**src/rtl/core/frc_pkg.sv**
```systemverilog
// ---------------------------------------------------------------------------
// frc_pkg
// shared types and constants of the fragment reassembly checker
// ---------------------------------------------------------------------------
`default_nettype none

package frc_pkg;

  localparam int unsigned LEN_W      = 16;
  localparam int unsigned WORD_W     = 32;
  localparam int unsigned SRC_W      = 48;
  localparam int unsigned WL_W       = 11;
  localparam int unsigned PCT_W      = 7;
  localparam int unsigned ADDR_W     = 3;
  localparam int unsigned DIV_STEPS  = 7;
  localparam int unsigned CNT_W      = 3;
  localparam int unsigned DIVIDEND_W = WORD_W + DIV_STEPS;

  localparam logic [PCT_W-1:0] PCT_NONE = 7'd127;
  localparam logic [PCT_W-1:0] PCT_FULL = 7'd100;

  localparam logic REG_TYPE_CODE = 1'b0;

  typedef enum logic [1:0] {
    CMD_INFO  = 2'd0,
    CMD_DATA  = 2'd1,
    CMD_END   = 2'd2,
    CMD_OTHER = 2'd3
  } cmd_t;

  typedef enum logic [2:0] {
    STAT_OK         = 3'd0,
    STAT_SHORT      = 3'd1,
    STAT_WRONG_TYPE = 3'd2,
    STAT_FOREIGN    = 3'd3,
    STAT_IDLE_EMPTY = 3'd4,
    STAT_BAD_INFO   = 3'd5,
    STAT_ORDER      = 3'd6,
    STAT_UNKNOWN    = 3'd7
  } status_t;

  typedef enum logic [1:0] {
    S_IDLE,
    S_CHECK,
    S_DIV,
    S_DONE
  } fsm_t;

  typedef struct packed {
    logic              start;
    logic [WORD_W-1:0] numer;
    logic [WORD_W-1:0] denom;
  } div_req_t;

  typedef struct packed {
    logic             done;
    logic [PCT_W-1:0] quotient;
  } div_rsp_t;

endpackage

`default_nettype wire

```
**src/rtl/core/frc_pctdiv.sv**
```systemverilog
// ---------------------------------------------------------------------------
// frc_pctdiv
// percent divider: floor(numer * 100 / denom), one quotient bit per cycle
// ---------------------------------------------------------------------------
`default_nettype none

module frc_pctdiv
  import frc_pkg::*;
(
  input  logic     clk,
  input  logic     rst_n,
  input  div_req_t req,
  output div_rsp_t rsp
);

  logic                  run_r;
  logic                  done_r;
  logic [CNT_W-1:0]      cnt_r;
  logic [DIVIDEND_W-1:0] rem_r;
  logic [DIVIDEND_W-1:0] dsh_r;
  logic [PCT_W-1:0]      q_r;

  logic [DIVIDEND_W-1:0] numer_ext;
  logic [DIVIDEND_W-1:0] prod;
  logic                  ge;
  logic [DIVIDEND_W-1:0] diff;

  // times 100 as 64 + 32 + 4
  assign numer_ext = {{DIV_STEPS{1'b0}}, req.numer};
  assign prod      = (numer_ext << 6) + (numer_ext << 5) + (numer_ext << 2);
  assign ge        = (rem_r >= dsh_r);
  assign diff      = rem_r - dsh_r;

  always_ff @(posedge clk) begin
    if (!rst_n) begin
      run_r  <= 1'b0;
      done_r <= 1'b0;
      cnt_r  <= '0;
    end else begin
      done_r <= 1'b0;
      if (req.start) begin
        run_r <= 1'b1;
        cnt_r <= CNT_W'(DIV_STEPS - 1);
      end else if (run_r) begin
        if (cnt_r == '0) begin
          run_r  <= 1'b0;
          done_r <= 1'b1;
        end else begin
          cnt_r <= cnt_r - CNT_W'(1);
        end
      end
    end
  end

  always_ff @(posedge clk) begin
    if (req.start) begin
      rem_r <= prod;
      dsh_r <= {1'b0, req.denom, {(DIV_STEPS - 1){1'b0}}};
      q_r   <= '0;
    end else if (run_r) begin
      if (ge) begin
        rem_r <= diff;
      end
      dsh_r <= dsh_r >> 1;
      q_r   <= {q_r[PCT_W-2:0], ge};
    end
  end

  assign rsp.done     = done_r;
  assign rsp.quotient = q_r;

endmodule

`default_nettype wire

```
**config.mk**
```make
export PLATFORM = sky130hd
export DESIGN_NAME = frc_pctdiv
export DESIGN_NICKNAME = d
export VERILOG_FILES = /design/src/rtl/core/frc_pkg.sv /design/src/rtl/core/frc_pctdiv.sv
export SDC_FILE = /design/constraint.sdc
export NUM_CORES = 1
export LEC_CHECK = 0
export BUFFER_PORTS_ARGS = -buffer_cell sky130_fd_sc_hd__buf_2
export CAP_MARGIN = 20
export CORE_ASPECT_RATIO = 0.9
export CORE_MARGIN = 2
export CORE_UTILIZATION = 55
export CTS_CLUSTER_DIAMETER = 150
export DETAILED_ROUTE_END_ITERATION = 10
export PLACE_DENSITY = 0.86
export SYNTH_ARGS = -nofsm -noshare
export SYNTH_HDL_FRONTEND = slang
export SYNTH_SLANG_ARGS = --single-unit
```
**constraint.sdc**
```tcl
create_clock -name clk -period 10.53 [get_ports clk]
set_input_delay 2.106 -clock clk [delete_from_list [all_inputs] [get_ports clk]]
set_output_delay 2.106 -clock clk [all_outputs]
set_load 0.005 [all_outputs]
```
==> flow_summary.toml <==
[setup_path]
crit_path_cell_trace = "buf_2 -> inv_1 -> fa_1 -> inv_1 -> ha_1 -> fa_1 -> a21o_1 -> a31oi_2 -> o31ai_2 -> a221o_1 -> a221oi_4 -> o31ai_1 -> a31o_1 -> o41ai_1 -> a21oi_1"
crit_fanout = 5
max_stage_delay_ns = 0.54
timing.setup.critical_path_class = "in2reg"
crit_required_ns = 10.60
end_kind = "flip-flop"
crit_path_start_kind = "input pin"
arrival_ns = 5.62
cp_slowest_cell = "fa_1"

[detailed_routing]
vias_per_cell = 5.88
via_count = 6388
wl_per_cell_um = 16.4
wl_um = 17800
ant_nets = 0
drtIter0Drc = 454
drc = 0
first_pass_iters = 5

[clock_network]
clkTransAtPathRegs_ns = 0.07
cts_tree = "yes"
cts.sinks = 89
post-cts-setup-buffers = 0
hold_buffers = 0
cts_resized = 0
tritoncts.num_buffers = 9
htreeDepth = 3
clock_latency_ns = 0.34
clk_path_buf_depth = 2
root_buffer = "clkbuf_16"

[final_layout]
antenna_cells = 0
final_cell_mix = "ha_1 (76), buf_2 (73), edfxtp_1 (71)"
final_common_cell = "ha_1"
fin_area_um2 = 8700
drive_above_1_share_pct = 11.8
final_nets = 1061
area_growth_pct = 10.8

[synthesis]
syn_avg_cell_area_um2 = 9.46
syn_inst = 830
synth_ff_type = "edfxtp_1"
async_flop_share_pct = 0
netlist_area_um2 = 7850
synth-seq-area-share_pct = 31.7
syn_nets = 1003
yosysUniqueCellTypes = 61
synth_warnings = 0
synth_edf_count = 71
ys_ff_latch = 89

[sta]
relSlewSlack_pct = 36.9
tightest_slew_ns = 0.935
setup_viol = 0
period_needed_ns = 5.55
finalSetupTns_ns = 0
slew_violations = 0
hold_viol = 0
finalCritPeriodShare_pct = 52.7
rsz0062_at_grt = "no"
clock_skew_ns = 0.00904
timing.fmax_mhz = 180

[power_and_ir_drop]
p_leak_nw = 3.80
peakVddDrop_mv = 0.110
power_mw = 1.98
powerDensity_nw_per_um2 = 228

[hold_path]
hold_path_class = "reg2reg"

[global_routing]
overflow = 0
grt.total_usage_pct = 23.8
grt_pass1_wl_um = 29200
grt_max_degree = 68
antenna_found_initial = 0
grt_pass1_vias = 5916

[die]
initial_core_util_pct = 56.1
rows = 41
fp.dieH_um = 117
ios = 75
die_x_um = 130
core_area_um2 = 14000
design.die.area_um2 = 15200

[placement]
portBuffers = 74
dp_hpwl_um = 13800
postPlaceCellArea_um2 = 8390
place.gp.congestion = 0.934

[status]
status = "completed"

[run]
maxCapViolCount = 0
[layout make-up]
cell class                      count  area, um^2
Tap cell                          193         241
Sequential cell                    89        2490
Timing Repair Buffer               78         403
Multi-Input combinational cell    650        5030
Clock inverter                      4        31.3
Inverter                           60         225
Fill cell                        1182        5310
Clock buffer                       12         278
[cell families (layout without fill, tap and decap cells)]
group	Yosys count	count (layout)	share of synthesized area [%]
AOI/OAI and AO/OA	271	271	23.8
xor gates and xnor gates	54	54	6.02
adders and majority gates	106	106	19.8
buffers and inverters	91	154	4.40
DFF	89	89	31.7
muxes	17	17	2.18
and+or+nand+nor	202	202	12.1
[Yosys cell counts, types with 2 or more instances]
cell type  count  area [um^2]
or2_2          5         31.3
mux2i_1       16          160
nor2_1        55          206
o21ai_0       24          120
a211oi_1       5         37.5
a21boi_0       6         45.0
or3_1          4         25.0
o21bai_1       8         60.1
nand4_1        9         56.3
o21a_1         8         60.1
a21o_1        43          323
o2111ai_1      2         17.5
inv_1         60          225
a41oi_1        2         17.5
and2_1         6         37.5
dfxtp_1       18          360
nand2b_1       9         56.3
clkbuf_1      25         93.8
nor3_1         7         35.0
nand3b_1       2         15.0
and4_1         2         17.5
and3_1         7         43.8
nor3b_1        2         15.0
ha_1          76          951
a221o_1        3         30.0
o21ai_1       19         95.1
o211ai_1       6         45.0
xnor2_1       30          263
nand2_1       61          229
edfxtp_1      71         2130
xor2_1        24          210
nor2b_1        9         56.3
a21oi_1       69          345
buf_1          5         18.8
nand3_1       21          105
a22o_1        32          280
a31oi_1        9         56.3
fa_1          30          601
o31ai_1       10         75.1
a211o_1        6         52.6
a32oi_1        2         17.5
o41ai_1        3         26.3
[routing by layer]
layer | global-route usage [%] | vias to the layer above | share of wire (%)
met5 | 0 | - | 0
met4 | 6.25 | 0 | 1.3
met3 | 3.28 | 16 | 7.4
met2 | 34.3 | 211 | 42
met1 | 37.5 | 2992 | 49
li1 | - | 3169 | -
[report_power, final]
group | leakage, nW | internal, mW | total (mW) | switching (mW)
logic | 2.78 | 0.471 | 1.12 | 0.647
clock network | 0.155 | 0.189 | 0.325 | 0.136
registers | 0.872 | 0.498 | 0.537 | 0.0388
total | 3.80 | 1.16 | 1.98 | 0.822
[worst paths after layout]
path / from / end / slack, ns / cells past startpoint
max: req[32] / rem_r[38] / 4.98 / 15
min: q_r[6] / q_r[6] / 0.50 / 2
max reg2reg: dsh_r[6] / rem_r[23] / 6.19 / 12
min reg2reg: q_r[6] / q_r[6] / 0.50 / 2
[through the flow]
stage	utilization (%)	worst slack (ns)	hold WS [ns]	cells
after global routing	62.1	4.79	0.548	1086
after global placement	59.9	4.75	0.469	1070
after detailed placement	59.9	4.62	0.487	1070
final	62.1	4.98	0.495	1086
after floorplan	-	5.05	0.465	830
after CTS	62.1	4.98	0.504	1086
[critical path, delay by kind of cell]
family                   cells  cell delay [ns]
buffers and inverters        3             0.21
adder cells (fa/ha/maj)      3             1.19
AO/OA/AOI/OAI                9             2.12
[flip-flops by register name (all words and copies together), names as in the netlist]
signal / flops
run_r: 1
rem_r: 39
done_r: 1
cnt_r: 3
dsh_r: 38
q_r: 7
No activity file was read; power rests on OpenSTA's default activity.
